File: src/tmlm_pkg.sv
// Shared types, codes and constants of the track majority label matcher.
package tmlm_pkg;

    // Fixed field widths of the transaction payloads
    localparam int PARTICLE_LABEL_W = 24;
    localparam int BEST_LABEL_W     = 25;
    localparam int TALLY_W          = 8;
    localparam int DISTINCT_W       = 7;

    // Defaults for the top-level parameters
    localparam int DEF_MAX_LABELS = 64;
    localparam int DEF_COUNT_BITS = 8;
    localparam int DEF_LABEL_BITS = 24;

    // Input codes
    localparam logic       ACTION_HIT = 1'b0;
    localparam logic       ACTION_END = 1'b1;
    localparam logic [1:0] KIND_LABEL = 2'd0;
    localparam logic [1:0] KIND_FAKE  = 2'd1;

    // Output constants
    localparam logic [TALLY_W-1:0]           TALLY_MAX    = '1;
    localparam logic [DISTINCT_W-1:0]        DISTINCT_MAX = '1;
    localparam logic signed [BEST_LABEL_W-1:0] NO_LABEL   = -25'sd1;

    typedef struct packed {
        logic                        action;
        logic [1:0]                  hit_kind;
        logic [PARTICLE_LABEL_W-1:0] particle_label;
    } hit_t;

    typedef struct packed {
        logic signed [BEST_LABEL_W-1:0] best_label;
        logic [TALLY_W-1:0]             true_hits;
        logic [TALLY_W-1:0]             wrong_hits;
        logic [TALLY_W-1:0]             fake_hits;
        logic [DISTINCT_W-1:0]          distinct_labels;
        logic                           label_overflow;
    } result_t;

    // Controller to datapath commands
    typedef struct packed {
        logic load;        // capture the accepted hit
        logic fake_inc;    // count one fake hit
        logic scan_start;  // rewind the table walk and the winner search
        logic rd_issue;    // read the next table entry, if any is left
        logic accumulate;  // fold the returned entry into the winner search
        logic hit_write;   // bump the count of the matched entry
        logic miss_write;  // append a new label, or flag overflow
        logic emit;        // present the result and clear the track
    } ctrl_cmd_t;

    // Datapath to controller status
    typedef struct packed {
        logic match;     // returned entry holds the current label
        logic scan_end;  // every entry read and returned
    } ctrl_status_t;

endpackage

File: src/tmlm_ctrl.sv
// Sequencer of the track majority label matcher: accepts transactions, walks the table.
module tmlm_ctrl
(
    input  logic                  clk,
    input  logic                  rst_n,
    input  logic                  start,
    input  tmlm_pkg::hit_t        hit,
    input  tmlm_pkg::ctrl_status_t status,
    output tmlm_pkg::ctrl_cmd_t   cmd,
    output logic                  busy
);

    localparam logic [1:0] ST_IDLE  = 2'd0;
    localparam logic [1:0] ST_HSCAN = 2'd1;
    localparam logic [1:0] ST_ESCAN = 2'd2;

    logic [1:0] state_reg;
    logic [1:0] state_next;

    always_comb
    begin
        cmd        = '0;
        state_next = state_reg;
        unique case (state_reg)
            ST_IDLE:
            begin
                if (start)
                begin
                    cmd.load = 1'b1;
                    if (hit.action == tmlm_pkg::ACTION_END)
                    begin
                        cmd.scan_start = 1'b1;
                        state_next     = ST_ESCAN;
                    end
                    else if (hit.hit_kind == tmlm_pkg::KIND_LABEL)
                    begin
                        cmd.scan_start = 1'b1;
                        state_next     = ST_HSCAN;
                    end
                    else if (hit.hit_kind == tmlm_pkg::KIND_FAKE)
                    begin
                        cmd.fake_inc = 1'b1;
                    end
                end
            end
            ST_HSCAN:
            begin
                if (status.match)
                begin
                    cmd.hit_write = 1'b1;
                    state_next    = ST_IDLE;
                end
                else if (status.scan_end)
                begin
                    cmd.miss_write = 1'b1;
                    state_next     = ST_IDLE;
                end
                else
                begin
                    cmd.rd_issue = 1'b1;
                end
            end
            ST_ESCAN:
            begin
                cmd.accumulate = 1'b1;
                if (status.scan_end)
                begin
                    cmd.emit   = 1'b1;
                    state_next = ST_IDLE;
                end
                else
                begin
                    cmd.rd_issue = 1'b1;
                end
            end
            default:
            begin
                state_next = ST_IDLE;
            end
        endcase
    end

    always_ff @(posedge clk or negedge rst_n)
    begin
        if (!rst_n)
        begin
            state_reg <= ST_IDLE;
        end
        else
        begin
            state_reg <= state_next;
        end
    end

    assign busy = (state_reg != ST_IDLE);

endmodule

File: src/tmlm_datapath.sv
// Label table, track tallies, winner search and result register of the matcher.
module tmlm_datapath
#(
    parameter int MAX_LABELS = tmlm_pkg::DEF_MAX_LABELS,
    parameter int COUNT_BITS = tmlm_pkg::DEF_COUNT_BITS,
    parameter int LABEL_BITS = tmlm_pkg::DEF_LABEL_BITS
)
(
    input  logic                   clk,
    input  logic                   rst_n,
    input  tmlm_pkg::hit_t         hit,
    input  tmlm_pkg::ctrl_cmd_t    cmd,
    output tmlm_pkg::ctrl_status_t status,
    output logic                   done,
    output tmlm_pkg::result_t      result
);

    localparam int IDX_W  = (MAX_LABELS > 1) ? $clog2(MAX_LABELS) : 1;
    localparam int CNT_W  = $clog2(MAX_LABELS + 1);
    localparam int TOT_W  = COUNT_BITS + IDX_W + 9;
    localparam int PEXT_W = (LABEL_BITS > tmlm_pkg::PARTICLE_LABEL_W) ?
                            LABEL_BITS : tmlm_pkg::PARTICLE_LABEL_W;
    localparam int LEXT_W = (LABEL_BITS > tmlm_pkg::BEST_LABEL_W) ?
                            LABEL_BITS : tmlm_pkg::BEST_LABEL_W;
    localparam int CEXT_W = (COUNT_BITS > tmlm_pkg::TALLY_W) ?
                            COUNT_BITS : tmlm_pkg::TALLY_W;
    localparam int DEXT_W = (CNT_W > tmlm_pkg::DISTINCT_W) ? CNT_W : tmlm_pkg::DISTINCT_W;
    localparam logic [COUNT_BITS-1:0] COUNT_MAX = '1;

    // Table storage
    logic [LABEL_BITS-1:0] label_mem [MAX_LABELS];
    logic [COUNT_BITS-1:0] count_mem [MAX_LABELS];

    // Track state
    logic [LABEL_BITS-1:0]       label_reg;
    logic [CNT_W-1:0]            used_reg;
    logic [tmlm_pkg::TALLY_W-1:0] fake_reg;
    logic [tmlm_pkg::TALLY_W-1:0] drop_reg;
    logic                        ovf_reg;

    // Table walk
    logic [CNT_W-1:0]      idx_reg;
    logic                  pend_reg;
    logic [IDX_W-1:0]      rd_addr_reg;
    logic [LABEL_BITS-1:0] rd_label_reg;
    logic [COUNT_BITS-1:0] rd_count_reg;

    // Winner search
    logic                  found_reg;
    logic [COUNT_BITS-1:0] best_cnt_reg;
    logic [LABEL_BITS-1:0] best_lab_reg;
    logic [TOT_W-1:0]      total_reg;

    logic                  done_reg;
    tmlm_pkg::result_t     result_reg;
    tmlm_pkg::result_t     result_next;

    logic                  full;
    logic                  rd_fire;
    logic                  acc_fire;
    logic                  take;
    logic                  wr_en;
    logic [IDX_W-1:0]      wr_addr;
    logic [COUNT_BITS-1:0] wr_count;
    logic [PEXT_W-1:0]     pl_ext;
    logic [LEXT_W-1:0]     lab_ext;
    logic [CEXT_W-1:0]     cnt_ext;
    logic [DEXT_W-1:0]     used_ext;
    logic [TOT_W-1:0]      wrong_full;

    assign full     = (used_reg == CNT_W'(MAX_LABELS));
    assign rd_fire  = cmd.rd_issue && (idx_reg < used_reg);
    assign acc_fire = cmd.accumulate && pend_reg;
    assign take     = !found_reg || (rd_count_reg > best_cnt_reg) ||
                      ((rd_count_reg == best_cnt_reg) && (rd_label_reg < best_lab_reg));
    assign pl_ext   = PEXT_W'(hit.particle_label);

    assign status.match    = pend_reg && (rd_label_reg == label_reg);
    assign status.scan_end = (idx_reg == used_reg) && !pend_reg;

    // One write port: bump a matched count, or append a new label
    always_comb
    begin
        wr_en = cmd.hit_write || (cmd.miss_write && !full);
        if (cmd.hit_write)
        begin
            wr_addr  = rd_addr_reg;
            wr_count = (rd_count_reg == COUNT_MAX) ? rd_count_reg :
                       rd_count_reg + COUNT_BITS'(1);
        end
        else
        begin
            wr_addr  = used_reg[IDX_W-1:0];
            wr_count = COUNT_BITS'(1);
        end
    end

    always_ff @(posedge clk)
    begin
        if (wr_en)
        begin
            label_mem[wr_addr] <= label_reg;
            count_mem[wr_addr] <= wr_count;
        end
        if (rd_fire)
        begin
            rd_label_reg <= label_mem[idx_reg[IDX_W-1:0]];
            rd_count_reg <= count_mem[idx_reg[IDX_W-1:0]];
            rd_addr_reg  <= idx_reg[IDX_W-1:0];
        end
    end

    // Result of the finished search
    always_comb
    begin
        lab_ext    = LEXT_W'(best_lab_reg);
        cnt_ext    = CEXT_W'(best_cnt_reg);
        used_ext   = DEXT_W'(used_reg);
        wrong_full = total_reg - TOT_W'(best_cnt_reg);

        result_next.best_label = found_reg ? lab_ext[tmlm_pkg::BEST_LABEL_W-1:0] :
                                 tmlm_pkg::NO_LABEL;
        result_next.true_hits  = cnt_ext[tmlm_pkg::TALLY_W-1:0];
        result_next.wrong_hits = (wrong_full > TOT_W'(tmlm_pkg::TALLY_MAX)) ?
                                 tmlm_pkg::TALLY_MAX : wrong_full[tmlm_pkg::TALLY_W-1:0];
        result_next.fake_hits  = fake_reg;
        result_next.distinct_labels = (used_ext > DEXT_W'(tmlm_pkg::DISTINCT_MAX)) ?
                                      tmlm_pkg::DISTINCT_MAX :
                                      used_ext[tmlm_pkg::DISTINCT_W-1:0];
        result_next.label_overflow = ovf_reg;
    end

    // Payload registers
    always_ff @(posedge clk)
    begin
        if (cmd.load)
        begin
            label_reg <= pl_ext[LABEL_BITS-1:0];
        end
        if (cmd.scan_start)
        begin
            best_cnt_reg <= '0;
            best_lab_reg <= '0;
            total_reg    <= TOT_W'(drop_reg);
        end
        else if (acc_fire)
        begin
            total_reg <= total_reg + TOT_W'(rd_count_reg);
            if (take)
            begin
                best_cnt_reg <= rd_count_reg;
                best_lab_reg <= rd_label_reg;
            end
        end
        if (cmd.emit)
        begin
            result_reg <= result_next;
        end
    end

    // Control registers
    always_ff @(posedge clk or negedge rst_n)
    begin
        if (!rst_n)
        begin
            used_reg  <= '0;
            fake_reg  <= '0;
            drop_reg  <= '0;
            ovf_reg   <= 1'b0;
            idx_reg   <= '0;
            pend_reg  <= 1'b0;
            found_reg <= 1'b0;
            done_reg  <= 1'b0;
        end
        else
        begin
            done_reg <= cmd.emit;

            if (cmd.scan_start)
            begin
                idx_reg   <= '0;
                pend_reg  <= 1'b0;
                found_reg <= 1'b0;
            end
            else
            begin
                pend_reg <= rd_fire;
                if (rd_fire)
                begin
                    idx_reg <= idx_reg + CNT_W'(1);
                end
                if (acc_fire)
                begin
                    found_reg <= 1'b1;
                end
            end

            if (cmd.fake_inc && (fake_reg != tmlm_pkg::TALLY_MAX))
            begin
                fake_reg <= fake_reg + tmlm_pkg::TALLY_W'(1);
            end

            if (cmd.miss_write)
            begin
                if (!full)
                begin
                    used_reg <= used_reg + CNT_W'(1);
                end
                else
                begin
                    ovf_reg <= 1'b1;
                    if (drop_reg != tmlm_pkg::TALLY_MAX)
                    begin
                        drop_reg <= drop_reg + tmlm_pkg::TALLY_W'(1);
                    end
                end
            end

            if (cmd.emit)
            begin
                used_reg <= '0;
                fake_reg <= '0;
                drop_reg <= '0;
                ovf_reg  <= 1'b0;
            end
        end
    end

    assign done   = done_reg;
    assign result = result_reg;

endmodule

File: src/track_majority_label_matcher.sv
// Top level of the track majority label matcher: sequencer plus table datapath.
//
// Feed the hits of one track as transactions (start high while busy is low),
// then one end-of-track transaction. Each labelled hit walks the label table
// through its single memory read port, one entry per cycle. A new label keeps
// busy high while all N entries are read, where N is the number of distinct
// labels held so far; for a label already held, the walk stops at the match.
// Fake hits and ignored hits never raise busy. The end-of-track transaction
// walks all N entries to find the winner, with busy high for the walk. Its
// result is registered on result and flagged by done, which is high for a
// single cycle: the first cycle that busy is low again. The receiver cannot
// stall: sample result whenever done is high. Table contents need no clearing
// after reset, since only entries below the fill count are ever read.
module track_majority_label_matcher
#(
    parameter int MAX_LABELS = tmlm_pkg::DEF_MAX_LABELS,
    parameter int COUNT_BITS = tmlm_pkg::DEF_COUNT_BITS,
    parameter int LABEL_BITS = tmlm_pkg::DEF_LABEL_BITS
)
(
    input  logic              clk,
    input  logic              rst_n,
    input  logic              start,
    output logic              busy,
    input  tmlm_pkg::hit_t    hit,
    output logic              done,
    output tmlm_pkg::result_t result
);

    // Command and status between sequencer and datapath
    tmlm_pkg::ctrl_cmd_t    cmd;
    tmlm_pkg::ctrl_status_t status;

    // Sequencer: accept a transaction, drive the table walk
    tmlm_ctrl u_ctrl
    (
        .clk    (clk),
        .rst_n  (rst_n),
        .start  (start),
        .hit    (hit),
        .status (status),
        .cmd    (cmd),
        .busy   (busy)
    );

    // Datapath: hold the table and tallies, search, register the result
    tmlm_datapath
    #(
        .MAX_LABELS (MAX_LABELS),
        .COUNT_BITS (COUNT_BITS),
        .LABEL_BITS (LABEL_BITS)
    )
    u_datapath
    (
        .clk    (clk),
        .rst_n  (rst_n),
        .hit    (hit),
        .cmd    (cmd),
        .status (status),
        .done   (done),
        .result (result)
    );

endmodule

File: config.mk
export PLATFORM = sky130hd
export DESIGN_NAME = track_majority_label_matcher
export DESIGN_NICKNAME = d
export VERILOG_FILES = /design/src/tmlm_pkg.sv /design/src/tmlm_ctrl.sv /design/src/tmlm_datapath.sv /design/src/track_majority_label_matcher.sv
export SDC_FILE = /design/constraint.sdc
export NUM_CORES = 2
export LEC_CHECK = 0
export ABC_CLOCK_PERIOD_IN_PS = 12600
export BUFFER_PORTS_ARGS = -buffer_cell sky130_fd_sc_hd__buf_2
export CORE_ASPECT_RATIO = 1.1
export CORE_MARGIN = 10
export CORE_UTILIZATION = 35
export CTS_CLUSTER_DIAMETER = 200
export DETAILED_ROUTE_END_ITERATION = 8
export GPL_TIMING_DRIVEN = 0
export HOLD_SLACK_MARGIN = 0.12
export PLACE_DENSITY_LB_ADDON = 0.05
export SLEW_MARGIN = 20
export SYNTH_ARGS = -nofsm -noshare
export SYNTH_HDL_FRONTEND = slang
export SYNTH_SLANG_ARGS = --single-unit
File: constraint.sdc
create_clock -name clk -period 12.6 [get_ports clk]
set_input_delay 0.63 -clock clk [delete_from_list [all_inputs] [get_ports clk]]
set_output_delay 0.63 -clock clk [all_outputs]
set_load 0.03 [all_outputs]
# Yosys cells after proc, flatten, opt, wreduce, memory -nomap -nowiden
# Memories as Yosys holds them, arrays and structs flattened. A register that Yosys moved wholly into a read port is not among the register bits.
# Cells that the tools add are included.
dict set report totals {
  register_bits 178
  ramBits 2048
  n_memories 2
}
# name depth word_bits rd rd_clocked_by_memory_dff write_ports line
set memory_table {}
lappend memory_table {u_datapath.label_mem 64 24 1 1 1 tmlm_datapath.sv:31} ;# logic [LABEL_BITS-1:0] label_mem [MAX_LABELS];
lappend memory_table {u_datapath.count_mem 64 8 1 1 1 tmlm_datapath.sv:32} ;# logic [COUNT_BITS-1:0] count_mem [MAX_LABELS];
dict set report classes {
  n_eq_ne 13
  order_cmp 5
  add_sub_neg 7
  n_reduce_logical 27
  mux 47
}
# cell count
set ops {}
lappend ops {{$mux 8} 10}
lappend ops {{$mux 7} 5}
lappend ops {{$mux 25} 1}
lappend ops {{$add 8x1->8 const B} 3}
lappend ops {{$eq 24x24->1} 1}
lappend ops {{$lt 24x24->1} 1}
lappend ops {{$add 23x8->23} 1}
lappend ops {{$gt 23x8->1 const B} 1}
lappend ops {{$sub 23x8->23} 1}
lappend ops {{$mux 1} 20}
lappend ops {{$ne 8x8->1 const B} 2}
lappend ops {{$add 7x1->7 const B} 2}
lappend ops {{$reduce_bool 2->1} 7}
lappend ops {{$mux 2} 6}
lappend ops {{$eq 8x8->1} 1}
lappend ops {{$eq 8x8->1 const B} 1}
lappend ops {{$gt 8x8->1} 1}
lappend ops {{$reduce_and 2->1} 4}
lappend ops {{$eq 7x7->1} 1}
lappend ops {{$eq 7x7->1 const B} 1}
lappend ops {{$gt 7x7->1 const B} 1}
lappend ops {{$logic_and 1x1->1} 7}
lappend ops {{$lt 7x7->1} 1}
lappend ops {{$mux 3} 2}
lappend ops {{12 further kinds} 18}

# Logic depth before layout (Yosys ltp)
dict set report depth {
  depth_word 9
  ltp_mapped 14
}

# Hierarchy
# Synthesis repeated with hierarchy kept, for this count alone.
dict set report hier_totals {
  hier_cells 3888
  area_unflattened_um2 88014.4
}
# module seq_area_each_um2 instances area_per_inst_um2 cells_each
set by_module_without_submodules {}
lappend by_module_without_submodules {tmlm_datapath 67104.4 1 87735.4 3857}
lappend by_module_without_submodules {tmlm_ctrl 50.0 1 279.0 31}

# Least setup slack after synthesis
# OpenSTA, ideal clock, no wires.
dict set report synth_path {
  path_type {register to register}
  from {reg u_datapath.label_reg[4]}
  to {mem u_datapath.count_mem[0][7] (netlist name) (data pin)}
  path_slack_ns 6.975
  n_path_buf 1
  setup_ns 0.722
  path_stages_with_launch 7
  arrival_time_ns 4.904
  path_cell_list {edfxtp_1 xnor2_1 nand4_1 nor4_2 nand3_1 clkbuf_1 a211oi_1}
}
dict set report synth_between {
  elab_chain_cells 5
}
# item line
set synth_lines {}
lappend synth_lines {{start, declared} tmlm_datapath.sv:35} ;# logic [LABEL_BITS-1:0] label_reg;
lappend synth_lines {{start signal, assigned} tmlm_datapath.sv:138} ;# label_reg <= pl_ext[LABEL_BITS-1:0];
lappend synth_lines {{$eq 24x24->1} tmlm_datapath.sv:78} ;# assign status.match = pend_reg && (rd_label_reg == label_reg);
lappend synth_lines {{$logic_and 1x1->1} tmlm_datapath.sv:78}
lappend synth_lines {{$mux 1} tmlm_ctrl.sv:48} ;# if (status.match)
lappend synth_lines {{$mux 2} tmlm_ctrl.sv:24} ;# unique case (state_reg)
lappend synth_lines {{$mux 8} tmlm_datapath.sv:85} ;# if (cmd.hit_write)
lappend synth_lines {{via u_datapath.wr_count[7]} tmlm_datapath.sv:64} ;# logic [COUNT_BITS-1:0] wr_count;
lappend synth_lines {{end, declared} tmlm_datapath.sv:32}
# The timed path passes the listed nets, and every way through them passes these cells.

# Worst setup path after layout
dict set report layout_path {
  from {reg u_datapath.idx_reg[0]}
  to {mem u_datapath.label_mem[35][14] (netlist name) (enable)}
}
dict set report layout_between {
  elab_chain_cells 9
}
# item line
set layout_lines {}
lappend layout_lines {{start, declared} tmlm_datapath.sv:42} ;# logic [CNT_W-1:0] idx_reg;
lappend layout_lines {{start signal, assigned} tmlm_datapath.sv:190} ;# idx_reg <= idx_reg + CNT_W'(1);
lappend layout_lines {{$eq 7x7->1} tmlm_datapath.sv:79} ;# assign status.scan_end = (idx_reg == used_reg) && !pend_reg;
lappend layout_lines {{$logic_and 1x1->1} tmlm_datapath.sv:79}
lappend layout_lines {{$mux 1} tmlm_ctrl.sv:53} ;# else if (status.scan_end)
lappend layout_lines {{$mux 1} tmlm_ctrl.sv:48}
lappend layout_lines {{$mux 2} tmlm_ctrl.sv:24}
lappend layout_lines {{$logic_and 1x1->1} tmlm_datapath.sv:84} ;# wr_en = cmd.hit_write || (cmd.miss_write && !full);
lappend layout_lines {{$logic_or 1x1->1} tmlm_datapath.sv:84}
lappend layout_lines {{$mux 1} tmlm_datapath.sv:100} ;# if (wr_en)
lappend layout_lines {{$mux 1 (implied by the code)} tmlm_datapath.sv:102} ;# label_mem[wr_addr] <= label_reg;
lappend layout_lines {{end, declared} tmlm_datapath.sv:31}
# No other way between the ends.

==> results.cfg <==
[floorplanning]
die_y_um = 546
die_w_um = 498
start_util_pct = 35.2
dieArea_um2 = 272000
ios = 89
coreArea_um2 = 249000
fp-row-count = 192

[grt]
grt_pass1_wl_um = 373000
grt_max_degree = 65
antenna_found_initial = 16
track_usage_pct = 19.5
overflow = 0
grt_pass1_vias = 44620

[timing]
rsz0062_at_grt = no
finalSetupViolations = 0
fin_setup_tns_ns = 0
period_share_pct = 42.6
worstMarginPinSlew_ns = 1.20
finalHoldViolCount = 0
finalMaxSlewViolations = 0
finClkSkew_ns = 0.0440
min_period_ns = 5.37
max_freq_mhz = 186
slew_headroom_pct = 19.9

[pwr]
peakVddDrop_uv = 109
powerDensity_nw_per_um2 = 181
power.total_uw = 19100
p_leak_uw = 0.0326

[cts]
path_clk_slew_ns = 0.06
post_cts_buffers = 0
cts_tree = done
clk_latency_ns = 0.89
cts.sinks = 2258
cts-root-buf = clkbuf_16
clock_path_buffers = 4
htree_levels = 4
cts_resized = 0
cts_buffers = 242

[final_layout]
design_area_um2 = 105000
nets = 4663
layout_commonest_cell = edfxtp_1
layout-drive-gt1-share_pct = 30.6
final_cell_mix = edfxtp_1, mux4_2, clkbuf_16
area_growth_pct = 20.1
seqCellArea_um2 = 67200
final_cell_count_no_fill = 8057
multiInputGateArea_um2 = 20300
n_fill_cell = 21603
utilization_pct = 42.3
largest_register_ffs = 1536

[logic_synthesis]
yosysWarningCount = 0
synth_edf_count = 2175
syn_nets = 4076
syn_inst = 3980
synth_top_flop_cell = edfxtp_1
seq_area_frac_synth_pct = 76.4
syn_avg_cell_area_um2 = 22.1
ys_ff_latch = 2258
async_flop_share_pct = 1.59
syn_area_um2 = 87900
synth_cell_type_count = 68

[place]
numPortBuffers = 88
placedCellCount = 7595
hpwl_um = 190000
gp_congestion = 0.831
placed_area_um2 = 97800

[min_path]
min_path_type = input pin to register

[worst_setup_path]
endpoint_kind = register
crit_family = simple AND/OR/NAND/NOR gates
required_ns = 13.17
crit_fanout = 18
cp.arrival_ns = 5.94
path_class = register to register
start_kind = register
slowest_stage = nor3_2
crit_chain = clkbuf_1, buf_6, buf_6, buf_2, inv_1, ha_1, inv_1, nor3_2, nand3_1, nor2_1, a32oi_2, nor2_4, buf_16, buf_12
critPathBufInv = 8
slowest_delay_ns = 0.67

[drt]
drt_pre_antenna_iters = 5
drt_iter0_drc = 4205
ant_nets = 0
drcViolationCount = 0
wl_per_cell_um = 33.5
num_vias = 43207
drt-total-wl_um = 270000
vias_per_cell = 5.36

[run]
drv_cap = 0

[status]
status = complete, no violations
tightest hold or removal path, stage by stage:
cell and delay (ns):
buf_2 0.11, nand3_1 0.09, a31oi_1 0.12, xnor2_1 0.16, nor2_1 0.04
timing repair:
item / in CTS / in global routing
endpoints found under the hold margin: 61 / 0
hold buffers: 26 / 0
endpoints found under the setup margin: 0 / 0
cell type report:
| cell class | instances | area share [%] |
|---|---|---|
| diodes | 6 | 0.0142 |
| plain buffers | 203 | 0.863 |
| clock buffers | 310 | 6.04 |
| clock inverters | 120 | 0.946 |
| inverters | 57 | 0.203 |
| multi-input cells | 1462 | 19.2 |
| flip-flops and latches | 2258 | 63.7 |
| well taps | 3298 | 3.91 |
| repair buffers | 343 | 5.16 |
routing by layer:
metal  vias up  share of wire (%)  track usage [%]
met2      1137                 48             31.5
met3       352                5.1             2.94
met1     23757                 44             27.4
li1      17961                  -                -
met4         0                3.1             5.88
met5         -                  0                0
kinds of logic (layout without fill, tap and decap cells):
logic type / Yosys count / count (layout) / share of synthesized area, %
and+or+nand+nor: 449 / 449 / 2.39
AOI/OAI and AO/OA: 231 / 231 / 1.83
buffers and inverters: 260 / 1033 / 1.24
DFF: 2258 / 2258 / 76.4
other: 0 / 6 / 0
adders and majority gates: 66 / 66 / 0.957
muxes: 644 / 644 / 16.4
xor gates and xnor gates: 72 / 72 / 0.718
metrics by stage:
stage / worst slack [ns] / hold WS, ns
2_1_floorplan: 6.97 / 0.334
3_3_place_gp: -0.273 / 0.449
3_5_place_dp: 7.29 / 0.442
4_1_cts: 7.25 / 0.244
5_1_grt: 7.08 / 0.330
6_report: 7.23 / 0.313
cell usage after synthesis, types with 3 or more instances:
master	instances	share of area, %
a211oi_1	7	0.060
a21o_1	5	0.043
a21oi_1	41	0.23
a22oi_1	65	0.56
a31oi_1	12	0.085
and2_1	5	0.036
and3_1	18	0.13
buf_1	11	0.047
buf_2	56	0.32
buf_4	5	0.043
buf_6	3	0.038
clkbuf_1	128	0.55
dfrtp_1	36	1.0
dfxtp_1	47	1.1
edfxtp_1	2175	74
ha_1	64	0.91
inv_1	56	0.24
mux2i_1	4	0.046
mux4_2	640	16
nand2_1	116	0.50
nand2b_1	5	0.036
nand3_1	59	0.34
nand3b_1	4	0.034
nand4_1	23	0.16
nor2_1	147	0.63
nor2b_1	9	0.064
nor3_1	23	0.13
nor3b_1	5	0.043
nor4_1	7	0.050
nor4b_1	3	0.030
o211ai_1	4	0.034
o21a_1	10	0.085
o21ai_0	20	0.11
o21ai_1	4	0.023
o21ba_2	3	0.034
o21bai_1	3	0.026
o31ai_1	35	0.30
or3_1	9	0.064
or4_1	6	0.051
xnor2_1	41	0.41
xor2_1	31	0.31
worst paths after layout:
| kind | cells after the start | slack [ns] | end | from |
|---|---|---|---|---|
| max in group asynchronous | 2 | 11.52 | u_datapath.used_ext[5] | rst_n |
| worst max-delay path | 14 | 7.23 | u_datapath.label_mem[35][14] | u_datapath.idx_reg[0] |
| worst min-delay path | 5 | 0.31 | u_datapath.fake_reg[0] | hit[24] |
| min in group asynchronous | 2 | 0.45 | u_datapath.fake_reg[7] | rst_n |
| worst min register to register | 0 | 0.46 | u_datapath.result[31] | u_datapath.best_cnt_reg[7] |
| worst max register to register | 14 | 7.23 | u_datapath.label_mem[35][14] | u_datapath.idx_reg[0] |
power breakdown:
group / switching (µW) / internal [µW]
clock: 2910 / 3880
combinational: 2080 / 1480
sequential: 123 / 8590
Power figures use the tool's default switching activity.
